[src/hw/rtl/vds_pkg.sv]
// shared types and constants of the velocity difference smoother
package vds_pkg;

    // field widths
    localparam int POS_W    = 24;
    localparam int SPD_W    = 32;
    localparam int RATE_W   = 8;
    localparam int CFG_W    = 5;
    localparam int DIFF_W   = POS_W + 1;
    localparam int PROD_W   = DIFF_W + RATE_W;
    localparam int DIV_STEP = 4;

    // configuration port
    localparam int CFG_IDX_W  = 2;
    localparam int CFG_DATA_W = 8;

    localparam logic [CFG_IDX_W-1:0] CFG_RATE     = 2'd0;
    localparam logic [CFG_IDX_W-1:0] CFG_INTERVAL = 2'd1;
    localparam logic [CFG_IDX_W-1:0] CFG_AVG      = 2'd2;

    localparam logic [RATE_W-1:0] RATE_RST     = 8'd25;
    localparam logic [CFG_W-1:0]  INTERVAL_RST = 5'd1;
    localparam logic [CFG_W-1:0]  AVG_RST      = 5'd5;

    typedef logic signed [POS_W-1:0] pos_t;
    typedef logic signed [SPD_W-1:0] spd_t;

    typedef struct packed {
        pos_t pos_x;
        pos_t pos_y;
        pos_t pos_z;
    } sample_t;

    typedef struct packed {
        spd_t speed_x;
        spd_t speed_y;
        spd_t speed_z;
        spd_t smooth_x;
        spd_t smooth_y;
        spd_t smooth_z;
    } result_t;

endpackage

[src/hw/rtl/velocity_difference_smoother.sv]
// Velocity difference smoother: per axis speed rate*(p[i]-p[i-k])/k, saturated to 32 bits
// and zero for the first k samples, plus its mean over the last avg_points speeds, zero for
// the first avg_points-1 samples. One sample word is taken at a time; sample_stall stays high
// while it is worked on. The processing time of an item is set by the shared divider, which
// delivers four quotient bits a cycle for three speed and three mean divisions, and by the
// speed history ram, read one row a cycle for the sum.
// A finished result word waits in an output register, so the next sample can be taken meanwhile.
// Histories reset to zero through per-row valid bits; no clearing pass is needed.
module velocity_difference_smoother
    import vds_pkg::*;
#(
    parameter int MAX_INTERVAL = 16,
    parameter int MAX_AVG      = 16
)
(
    input  logic                  clk,
    input  logic                  rst_n,
    input  logic                  sample_valid,
    output logic                  sample_stall,
    input  sample_t               sample,
    output logic                  result_valid,
    input  logic                  result_stall,
    output result_t               result,
    input  logic                  cfg_valid,
    output logic                  cfg_ready,
    input  logic [CFG_IDX_W-1:0]  cfg_index,
    input  logic [CFG_DATA_W-1:0] cfg_data
);

    localparam int PW      = (MAX_INTERVAL > 1) ? $clog2(MAX_INTERVAL) : 1;
    localparam int SW      = (MAX_AVG > 1) ? $clog2(MAX_AVG) : 1;
    localparam int CNT_MAX = MAX_INTERVAL + MAX_AVG - 1;
    localparam int CW      = $clog2(CNT_MAX + 1);
    localparam int SUM_W   = 33 + $clog2(MAX_AVG + 1);
    localparam int RW      = $clog2(2 * MAX_INTERVAL + 2 * MAX_AVG) + 1;
    localparam int PROW_W  = 3 * POS_W;
    localparam int SROW_W  = 3 * SPD_W;

    localparam logic [3:0] ST_IDLE  = 4'd0;
    localparam logic [3:0] ST_MUL   = 4'd1;
    localparam logic [3:0] ST_SDIV  = 4'd2;
    localparam logic [3:0] ST_SWAIT = 4'd3;
    localparam logic [3:0] ST_WR    = 4'd4;
    localparam logic [3:0] ST_SUM   = 4'd5;
    localparam logic [3:0] ST_ADIV  = 4'd6;
    localparam logic [3:0] ST_AWAIT = 4'd7;
    localparam logic [3:0] ST_DONE  = 4'd8;

    localparam logic [1:0] AXIS_X    = 2'd0;
    localparam logic [1:0] AXIS_Y    = 2'd1;
    localparam logic [1:0] AXIS_LAST = 2'd2;

    // configuration registers
    logic [RATE_W-1:0] rate_reg;
    logic [CFG_W-1:0]  interval_reg;
    logic [CFG_W-1:0]  avg_reg;

    // sequencer
    logic [3:0]       state_reg;
    logic [3:0]       state_next;
    logic [1:0]       axis_reg;
    logic [PW-1:0]    pos_wp_reg;
    logic [SW-1:0]    spd_wp_reg;
    logic [CW-1:0]    count_reg;
    logic [CFG_W-1:0] j_reg;
    logic             pend_reg;
    logic [MAX_INTERVAL-1:0] pos_vld_reg;
    logic [MAX_AVG-1:0]      spd_vld_reg;
    logic             pvld_q_reg;
    logic             svld_q_reg;
    logic             result_valid_reg;

    // payload
    sample_t                  samp_reg;
    logic signed [PROD_W-1:0] prod_reg;
    spd_t                     speed_reg [3];
    spd_t                     smooth_reg [3];
    logic signed [SUM_W-1:0]  acc_reg [3];
    result_t                  out_reg;

    // datapath wires
    logic [CFG_W-1:0]         k_eff;
    logic [CFG_W-1:0]         n_eff;
    logic [RW-1:0]            pos_ring;
    logic [RW-1:0]            spd_ring;
    logic [PW-1:0]            pos_raddr;
    logic [SW-1:0]            spd_raddr;
    logic                     sample_accept;
    logic                     pos_re;
    logic                     spd_re;
    logic                     row_we;
    logic [PROW_W-1:0]        pos_rdata;
    logic [SROW_W-1:0]        spd_rdata;
    logic [PROW_W-1:0]        old_row;
    logic [SROW_W-1:0]        spd_row;
    pos_t                     p_sel;
    pos_t                     o_sel;
    logic signed [DIFF_W-1:0] diff;
    logic signed [PROD_W:0]   prod_full;
    logic                     div_start;
    logic                     div_done;
    logic signed [SUM_W-1:0]  div_dvd;
    logic [CFG_W-1:0]         div_dvr;
    logic signed [SUM_W-1:0]  div_quo;
    logic [SUM_W-32:0]        quo_hi;
    spd_t                     quo_sat;
    logic                     speed_warm;
    logic                     smooth_warm;
    logic                     load_out;

    assign cfg_ready = 1'b1;

    // configuration writes
    always_ff @(posedge clk or negedge rst_n)
    begin
        if (!rst_n)
        begin
            rate_reg     <= RATE_RST;
            interval_reg <= INTERVAL_RST;
            avg_reg      <= AVG_RST;
        end
        else if (cfg_valid)
        begin
            unique case (cfg_index)
                CFG_RATE:     rate_reg     <= cfg_data;
                CFG_INTERVAL: interval_reg <= cfg_data[CFG_W-1:0];
                CFG_AVG:      avg_reg      <= cfg_data[CFG_W-1:0];
                default:      ;
            endcase
        end
    end

    // clamp interval and average length to their usable range
    always_comb
    begin
        if (interval_reg == '0)
        begin
            k_eff = CFG_W'(1);
        end
        else if (int'(interval_reg) > MAX_INTERVAL)
        begin
            k_eff = CFG_W'(MAX_INTERVAL);
        end
        else
        begin
            k_eff = interval_reg;
        end

        if (avg_reg == '0)
        begin
            n_eff = CFG_W'(1);
        end
        else if (int'(avg_reg) > MAX_AVG)
        begin
            n_eff = CFG_W'(MAX_AVG);
        end
        else
        begin
            n_eff = avg_reg;
        end
    end

    // ring addresses: position k back, speed j back
    always_comb
    begin
        pos_ring = RW'(pos_wp_reg) + RW'(MAX_INTERVAL) - RW'(k_eff);
        if (pos_ring >= RW'(MAX_INTERVAL))
        begin
            pos_ring = pos_ring - RW'(MAX_INTERVAL);
        end
        spd_ring = RW'(spd_wp_reg) + RW'(MAX_AVG) - RW'(j_reg);
        if (spd_ring >= RW'(MAX_AVG))
        begin
            spd_ring = spd_ring - RW'(MAX_AVG);
        end
    end

    assign pos_raddr = pos_ring[PW-1:0];
    assign spd_raddr = spd_ring[SW-1:0];

    // handshake and strobes
    assign sample_stall  = (state_reg != ST_IDLE);
    assign sample_accept = sample_valid && !sample_stall;
    assign pos_re        = sample_accept;
    assign spd_re        = (state_reg == ST_SUM) && (j_reg < n_eff);
    assign row_we        = (state_reg == ST_WR);
    assign div_start     = (state_reg == ST_SDIV) || (state_reg == ST_ADIV);
    assign load_out      = (state_reg == ST_DONE) && (!result_valid_reg || !result_stall);
    assign speed_warm    = int'(count_reg) < int'(k_eff);
    assign smooth_warm   = (int'(count_reg) + 1) < int'(n_eff);

    // history memories, one row holds all three axes
    vds_ram
    #(
        .WIDTH (PROW_W),
        .DEPTH (MAX_INTERVAL)
    )
    u_pos_ram
    (
        .clk   (clk),
        .we    (row_we),
        .waddr (pos_wp_reg),
        .wdata ({samp_reg.pos_z, samp_reg.pos_y, samp_reg.pos_x}),
        .re    (pos_re),
        .raddr (pos_raddr),
        .rdata (pos_rdata)
    );

    vds_ram
    #(
        .WIDTH (SROW_W),
        .DEPTH (MAX_AVG)
    )
    u_spd_ram
    (
        .clk   (clk),
        .we    (row_we),
        .waddr (spd_wp_reg),
        .wdata ({speed_reg[2], speed_reg[1], speed_reg[0]}),
        .re    (spd_re),
        .raddr (spd_raddr),
        .rdata (spd_rdata)
    );

    // rows never written read as zero
    assign old_row = pvld_q_reg ? pos_rdata : '0;
    assign spd_row = svld_q_reg ? spd_rdata : '0;

    // axis select, difference and rate product
    always_comb
    begin
        case (axis_reg)
            AXIS_X:
            begin
                p_sel = samp_reg.pos_x;
                o_sel = $signed(old_row[POS_W-1:0]);
            end
            AXIS_Y:
            begin
                p_sel = samp_reg.pos_y;
                o_sel = $signed(old_row[2*POS_W-1:POS_W]);
            end
            default:
            begin
                p_sel = samp_reg.pos_z;
                o_sel = $signed(old_row[3*POS_W-1:2*POS_W]);
            end
        endcase
        diff      = $signed({p_sel[POS_W-1], p_sel}) - $signed({o_sel[POS_W-1], o_sel});
        prod_full = $signed({1'b0, rate_reg}) * diff;
    end

    // shared divider operands
    always_comb
    begin
        if (state_reg == ST_SDIV)
        begin
            div_dvd = {{(SUM_W-PROD_W){prod_reg[PROD_W-1]}}, prod_reg};
            div_dvr = k_eff;
        end
        else
        begin
            div_dvd = acc_reg[axis_reg];
            div_dvr = n_eff;
        end
    end

    vds_div
    #(
        .DVD_W (SUM_W)
    )
    u_div
    (
        .clk      (clk),
        .rst_n    (rst_n),
        .start    (div_start),
        .dividend (div_dvd),
        .divisor  (div_dvr),
        .done     (div_done),
        .quotient (div_quo)
    );

    // saturate the quotient to 32 bits
    always_comb
    begin
        quo_hi = div_quo[SUM_W-1:31];
        if ((&quo_hi) || !(|quo_hi))
        begin
            quo_sat = div_quo[31:0];
        end
        else if (div_quo[SUM_W-1])
        begin
            quo_sat = 32'sh8000_0000;
        end
        else
        begin
            quo_sat = 32'sh7fff_ffff;
        end
    end

    // next state
    always_comb
    begin
        state_next = state_reg;
        unique case (state_reg)
            ST_IDLE:
            begin
                if (sample_accept)
                begin
                    state_next = ST_MUL;
                end
            end
            ST_MUL:   state_next = ST_SDIV;
            ST_SDIV:  state_next = ST_SWAIT;
            ST_SWAIT:
            begin
                if (div_done)
                begin
                    state_next = (axis_reg == AXIS_LAST) ? ST_WR : ST_MUL;
                end
            end
            ST_WR:    state_next = ST_SUM;
            ST_SUM:
            begin
                if (!spd_re && !pend_reg)
                begin
                    state_next = ST_ADIV;
                end
            end
            ST_ADIV:  state_next = ST_AWAIT;
            ST_AWAIT:
            begin
                if (div_done)
                begin
                    state_next = (axis_reg == AXIS_LAST) ? ST_DONE : ST_ADIV;
                end
            end
            ST_DONE:
            begin
                if (load_out)
                begin
                    state_next = ST_IDLE;
                end
            end
            default:  state_next = ST_IDLE;
        endcase
    end

    // sequencer control state
    always_ff @(posedge clk or negedge rst_n)
    begin
        if (!rst_n)
        begin
            state_reg        <= ST_IDLE;
            axis_reg         <= AXIS_X;
            pos_wp_reg       <= '0;
            spd_wp_reg       <= '0;
            count_reg        <= '0;
            j_reg            <= '0;
            pend_reg         <= 1'b0;
            pos_vld_reg      <= '0;
            spd_vld_reg      <= '0;
            pvld_q_reg       <= 1'b0;
            svld_q_reg       <= 1'b0;
            result_valid_reg <= 1'b0;
        end
        else
        begin
            state_reg <= state_next;

            // axis counter
            if (sample_accept || (state_reg == ST_WR))
            begin
                axis_reg <= AXIS_X;
            end
            else if (div_done && (axis_reg != AXIS_LAST))
            begin
                axis_reg <= axis_reg + 2'd1;
            end
            else if (div_done)
            begin
                axis_reg <= AXIS_X;
            end

            // valid bits follow the ram reads
            if (pos_re)
            begin
                pvld_q_reg <= pos_vld_reg[pos_raddr];
            end
            if (spd_re)
            begin
                svld_q_reg <= spd_vld_reg[spd_raddr];
            end
            if (row_we)
            begin
                pos_vld_reg[pos_wp_reg] <= 1'b1;
                spd_vld_reg[spd_wp_reg] <= 1'b1;
            end

            // sum walk over the speed history
            if (row_we)
            begin
                j_reg    <= '0;
                pend_reg <= 1'b0;
            end
            else if (state_reg == ST_SUM)
            begin
                pend_reg <= spd_re;
                if (spd_re)
                begin
                    j_reg <= j_reg + CFG_W'(1);
                end
            end

            // advance rings and sample count when the result is handed over
            if (load_out)
            begin
                pos_wp_reg <= (int'(pos_wp_reg) == MAX_INTERVAL - 1) ? '0 :
                              pos_wp_reg + PW'(1);
                spd_wp_reg <= (int'(spd_wp_reg) == MAX_AVG - 1) ? '0 :
                              spd_wp_reg + SW'(1);
                if (int'(count_reg) < CNT_MAX)
                begin
                    count_reg <= count_reg + CW'(1);
                end
            end

            // output word register
            if (load_out)
            begin
                result_valid_reg <= 1'b1;
            end
            else if (!result_stall)
            begin
                result_valid_reg <= 1'b0;
            end
        end
    end

    // payload registers
    always_ff @(posedge clk)
    begin
        if (sample_accept)
        begin
            samp_reg <= sample;
        end
        if (state_reg == ST_MUL)
        begin
            prod_reg <= prod_full[PROD_W-1:0];
        end
        if ((state_reg == ST_SWAIT) && div_done)
        begin
            speed_reg[axis_reg] <= speed_warm ? '0 : quo_sat;
        end
        if ((state_reg == ST_AWAIT) && div_done)
        begin
            smooth_reg[axis_reg] <= smooth_warm ? '0 : quo_sat;
        end

        // accumulate one speed row per cycle, all three axes
        if (row_we)
        begin
            for (int a = 0; a < 3; a++)
            begin
                acc_reg[a] <= '0;
            end
        end
        else if ((state_reg == ST_SUM) && pend_reg)
        begin
            for (int a = 0; a < 3; a++)
            begin
                acc_reg[a] <= acc_reg[a] +
                    {{(SUM_W-SPD_W){spd_row[SPD_W*a+SPD_W-1]}}, spd_row[SPD_W*a +: SPD_W]};
            end
        end

        if (load_out)
        begin
            out_reg.speed_x  <= speed_reg[0];
            out_reg.speed_y  <= speed_reg[1];
            out_reg.speed_z  <= speed_reg[2];
            out_reg.smooth_x <= smooth_reg[0];
            out_reg.smooth_y <= smooth_reg[1];
            out_reg.smooth_z <= smooth_reg[2];
        end
    end

    assign result_valid = result_valid_reg;
    assign result       = out_reg;

endmodule

[src/hw/rtl/vds_ram.sv]
// generic single write port ram with registered read
module vds_ram
#(
    parameter int WIDTH = 8,
    parameter int DEPTH = 16
)
(
    input  logic                                      clk,
    input  logic                                      we,
    input  logic [((DEPTH > 1) ? $clog2(DEPTH) : 1)-1:0] waddr,
    input  logic [WIDTH-1:0]                          wdata,
    input  logic                                      re,
    input  logic [((DEPTH > 1) ? $clog2(DEPTH) : 1)-1:0] raddr,
    output logic [WIDTH-1:0]                          rdata
);

    logic [WIDTH-1:0] mem [DEPTH];

    // write port
    always_ff @(posedge clk)
    begin
        if (we)
        begin
            mem[waddr] <= wdata;
        end
    end

    // registered read, holds when not reading
    always_ff @(posedge clk)
    begin
        if (re)
        begin
            rdata <= mem[raddr];
        end
    end

endmodule

[src/hw/rtl/vds_div.sv]
// shared signed by unsigned divider, four quotient bits per cycle, truncates toward zero
module vds_div
    import vds_pkg::*;
#(
    parameter int DVD_W = 38
)
(
    input  logic                    clk,
    input  logic                    rst_n,
    input  logic                    start,
    input  logic signed [DVD_W-1:0] dividend,
    input  logic [CFG_W-1:0]        divisor,
    output logic                    done,
    output logic signed [DVD_W-1:0] quotient
);

    localparam int STEPS = (DVD_W + DIV_STEP - 1) / DIV_STEP;
    localparam int PAD_W = STEPS * DIV_STEP;
    localparam int SC_W  = $clog2(STEPS + 1);

    logic             busy_reg;
    logic             done_reg;
    logic [SC_W-1:0]  cnt_reg;
    logic             neg_reg;
    logic [PAD_W-1:0] sh_reg;
    logic [CFG_W-1:0] rem_reg;
    logic [CFG_W-1:0] dvr_reg;

    logic [DVD_W-1:0] mag;
    logic [PAD_W-1:0] sh_next;
    logic [CFG_W-1:0] rem_next;
    logic [CFG_W:0]   trial;
    logic signed [DVD_W-1:0] quo_mag;

    // magnitude of the dividend
    always_comb
    begin
        if (dividend[DVD_W-1])
        begin
            mag = DVD_W'(-dividend);
        end
        else
        begin
            mag = DVD_W'(dividend);
        end
    end

    // four restoring steps on the narrow remainder
    always_comb
    begin
        sh_next  = sh_reg;
        rem_next = rem_reg;
        trial    = '0;
        for (int i = 0; i < DIV_STEP; i++)
        begin
            trial   = {rem_next, sh_next[PAD_W-1]};
            sh_next = {sh_next[PAD_W-2:0], 1'b0};
            if (trial >= {1'b0, dvr_reg})
            begin
                trial      = trial - {1'b0, dvr_reg};
                sh_next[0] = 1'b1;
            end
            rem_next = trial[CFG_W-1:0];
        end
    end

    // control
    always_ff @(posedge clk or negedge rst_n)
    begin
        if (!rst_n)
        begin
            busy_reg <= 1'b0;
            done_reg <= 1'b0;
            cnt_reg  <= '0;
        end
        else if (start)
        begin
            busy_reg <= 1'b1;
            done_reg <= 1'b0;
            cnt_reg  <= SC_W'(STEPS);
        end
        else if (busy_reg)
        begin
            cnt_reg <= cnt_reg - SC_W'(1);
            if (cnt_reg == SC_W'(1))
            begin
                busy_reg <= 1'b0;
                done_reg <= 1'b1;
            end
        end
        else
        begin
            done_reg <= 1'b0;
        end
    end

    // datapath
    always_ff @(posedge clk)
    begin
        if (start)
        begin
            sh_reg  <= PAD_W'(mag);
            rem_reg <= '0;
            dvr_reg <= divisor;
            neg_reg <= dividend[DVD_W-1];
        end
        else if (busy_reg)
        begin
            sh_reg  <= sh_next;
            rem_reg <= rem_next;
        end
    end

    // restore the sign
    assign quo_mag  = $signed(sh_reg[DVD_W-1:0]);
    assign quotient = neg_reg ? -quo_mag : quo_mag;
    assign done     = done_reg;

endmodule

[config.mk]
export PLATFORM = sky130hd
export DESIGN_NAME = velocity_difference_smoother
export DESIGN_NICKNAME = d
export VERILOG_FILES = /design/src/hw/rtl/vds_pkg.sv /design/src/hw/rtl/velocity_difference_smoother.sv /design/src/hw/rtl/vds_ram.sv /design/src/hw/rtl/vds_div.sv
export SDC_FILE = /design/constraint.sdc
export NUM_CORES = 2
export LEC_CHECK = 0
export BUFFER_PORTS_ARGS = -buffer_cell sky130_fd_sc_hd__buf_4
export CORE_ASPECT_RATIO = 1.75
export CORE_MARGIN = 2
export CORE_UTILIZATION = 50
export CTS_BUF_LIST = sky130_fd_sc_hd__clkbuf_8
export DETAILED_ROUTE_END_ITERATION = 10
export HOLD_SLACK_MARGIN = 0.08
export PLACE_DENSITY = 0.76
export SETUP_SLACK_MARGIN = 0.05
export SLEW_MARGIN = 20
export SYNTH_ARGS = -nofsm -noshare
export SYNTH_HDL_FRONTEND = slang
export SYNTH_HIERARCHICAL = 1
export SYNTH_SLANG_ARGS = --single-unit
[constraint.sdc]
create_clock -name clk -period 10.7 [get_ports clk]
set_input_delay 0.535 -clock clk [delete_from_list [all_inputs] [get_ports clk]]
set_output_delay 0.535 -clock clk [all_outputs]
set_load 0.005 [all_outputs]
==> summary.md <==
| Metric | Value |
|---|---|
| Critical path class | `flop to flop` |
| Min-Delay Endpoint | `rate_reg[6]$_DFFE_PN0P_` |
| CORE AREA | `299000 sq um` |
| Flop-to-flop setup slack | `1.25 ns` |
| H-tree lvl count | `5` |
| Routed via count | `80900` |
| DRT iter0 DRCs | `8479` |
| RSZ-0062 raised after global routing | `false` |
| Post-route ant nets | `0` |
| Most frequent cells in the layout | `3503 x edfxtp_1, 680 x mux4_2, 540 x nand2_1, 483 x clkbuf_8, 417 x buf_4` |
| FF-to-FF path depth | `33` |
| Pre-CTS WS | `1.36 ns` |
| Required time of the worst setup path | `11.48 ns` |
| Clk pin slew, worst setup/hold paths | `0.07 ns` |
| Synthesized area | `150000 sq um` |
| Gr usage total | `25.9%` |
| Gr ovfl total | `0` |
| Syn avg cell area | `17.9 sq um` |
| CTS tree | `done` |
| P&R area growth vs syn | `11.6%` |
| Die Width | `418 um` |
| Io pins | `282` |
| Final period util | `88.3%` |
| Critical Path Source Type | `flop` |
| Fraction of layout instances using a drive strength above 1 | `20.5%` |
| Vias per inst | `6.10` |
| Initial antenna violation count | `23` |
| Outcome | `finished, final reports clean` |
| Crit Path Max Fanout | `24` |
| Row cnt | `266` |
| Synth area leader | `edfxtp_1` |
| Post-route DRC | `0` |
| Buffers on Ports | `280` |
| Biggest register | `u_spd_ram/mem` |
| Critical R2R Launch | `axis_reg[1]$_DFFE_PN0P_` |
| First-pass GRT wire length | `569 mm` |
| DP HPWL | `246 mm` |
| Max Fclk | `106 MHz` |
| First-pass DRT Iterations | `6` |
| Clk Latency, worst-skew pair | `1.14 ns` |
| Post-synthesis async set-or-reset flop share | `2.34%` |
| Path type of the worst min-delay path | `primary input to flop` |
| Setup WS post-layout | `1.25 ns` |
| Largest net degree at the start of global routing | `145` |
| CTS buffer count | `467` |
| Hold Crit Depth | `4` |
| WL final | `396 mm` |
| Pins over their slew limit | `0` |
| Initial Util | `50.2%` |
| Max reg flops | `1536` |
| Root Driver | `clkbuf_8` |
| WL/cell | `29.9 um` |
| Number of global-route vias before repair | `83400` |
| MaxCap Viol Count | `0` |
| DP Cell Count | `12300` |
| #FFs+latches synth | `3594` |
| Post-layout nets | `9495` |
| Synth Instances | `8368` |
| Final min period | `9.45 ns` |
| Die ar. | `305000 sq um` |
| Syn Nets | `8875` |
| Crit path DAT | `10.23 ns` |
| Synth cell types | `99` |
| Clk_skew | `0.165 ns` |
| EDFF count, synth | `3503` |
| Final Non-Filler Cells | `13300` |
| Chip height | `729 um` |
| Final setup fails | `0` |
| Post-CTS setup buffers | `0` |
| Reg2reg end | `prod_reg[29]$_DFFE_PP_` |
| Top-area cell type share of the netlist area | `70.1%` |
| Final RePlAce weighted congestion | `0.946` |
| Slowest cell on the critical path | `o311ai_0` |
| Main flop type after synthesis | `edfxtp_1` |
| Sink Count | `3594` |
| Post-synthesis sequential area ratio | `71.6%` |
| CP endpoint kind | `flop` |
| Most common cell after layout, fill and taps aside | `edfxtp_1` |
| Synth warn | `6` |
| Worst Tran Pin Value | `1.22 ns` |
| Setup tns final | `0 ns` |
| Hold path start | `cfg_valid` |
| Most area-consuming cells after synthesis | `edfxtp_1 70%, mux4_2 10%, fa_1 2.2%` |
| Rel. slew slack | `18.4%` |
| Critical Path Max Stage Delay | `0.68 ns` |
| Worst-case clock buffer depth | `4` |
| Hold Fails Final Rpt | `0` |
-- logic make-up (layout without fill, tap and decap cells) --
logic type / count (synthesis) / count (layout) / synth area share [%]
flip-flops: 3594 / 3594 / 71.6
AND/OR/NAND/NOR: 1467 / 1467 / 4.50
AO/OA/AOI/OAI: 1193 / 1193 / 5.35
multiplexers: 763 / 763 / 10.8
buffers and inverters: 686 / 1685 / 2.01
adder cells (fa/ha/maj): 420 / 420 / 4.32
XOR/XNOR: 244 / 244 / 1.42
other: 1 / 16 / 0.00250
-- Yosys cell counts, types with 11 or more instances --
cell	n
nand2b_1	40
a21oi_1	309
nor2_1	413
edfxtp_1	3503
o211ai_1	13
xor2_1	93
mux2i_1	52
mux4_2	680
o31ai_1	28
nand3_1	50
buf_4	30
a21o_1	95
nor2b_1	43
or4_1	12
nand2_1	541
o41ai_1	19
a31oi_1	18
o21ai_0	162
buf_2	21
fa_1	164
a22oi_1	362
o21bai_1	48
nand4_1	27
dfrtp_1	78
ha_1	256
nand3b_1	15
clkbuf_1	249
nor3_1	46
and2_1	213
or3_1	13
mux2_2	30
o21a_1	28
a31o_2	11
buf_6	41
and3_1	16
inv_1	302
xnor2_1	151
buf_1	42
a211oi_1	23
-- critical path: cells and delay by family (launching register included) --
family	cells	cell delay, ns
adders and majority gates	8	3.59
DFF	1	0.51
buffers and inverters	6	0.62
AOI/OAI and AO/OA	11	3.06
and+or+nand+nor	7	1.18
xor gates and xnor gates	1	0.16
-- final cells by class --
class	instances	area (sq um)
Multi-Input combinational cell	4088	40000
Antenna cell	15	37.5
Tap cell	3886	4860
Sequential cell	3594	107000
Clock buffer	483	6650
Fill cell	22000	132000
Timing Repair Buffer	535	4490
Clock inverter	365	2750
Inverter	302	1160
-- through the flow --
stage                     hold WS (ns)  util, %  instance area (sq um)
after floorplan                  0.239        -                 150000
after global placement           0.390     52.4                 157000
after detailed placement         0.387     52.4                 157000
after CTS                       0.0815     55.9                 167000
after global routing             0.133     56.0                 167000
final                            0.156     56.0                 167000
-- repair_timing --
action                    CTS  global route
hold buffers              103             0
gates resized for setup     0             0
hold endpoints to repair  189             0
-- metal layers --
| metal | wire length, um | GRT usage (%) | up-vias |
|---|---|---|---|
| met5 | 122 | 0 | - |
| met4 | 32100 | 18.2 | 18 |
| met3 | 28900 | 3.77 | 937 |
| met2 | 204000 | 44.9 | 4042 |
| met1 | 131000 | 29.3 | 41700 |
| li1 | - | - | 34200 |
-- worst max-delay path by stage --
stage	slack, ns	depth (start not counted)	startpoint	to
3_5_place_dp	1.36	33	axis_reg[1]$_DFFE_PN0P_	prod_reg[29]$_DFFE_PP_
6_report	1.25	33	axis_reg[1]$_DFFE_PN0P_	prod_reg[29]$_DFFE_PP_
3_3_place_gp	1.44	33	axis_reg[1]$_DFFE_PN0P_	prod_reg[29]$_DFFE_PP_
2_1_floorplan	1.62	7	state_reg[2]$_DFFE_PN0P_	u_spd_ram/mem[0][0]$_DFFE_PP_
5_1_grt	0.75	33	axis_reg[1]$_DFFE_PN0P_	prod_reg[29]$_DFFE_PP_
4_1_cts	1.31	33	axis_reg[1]$_DFFE_PN0P_	prod_reg[29]$_DFFE_PP_
Power is not shown: default switching activity piles up to over one toggle a cycle in this logic, so the estimate is an artifact.
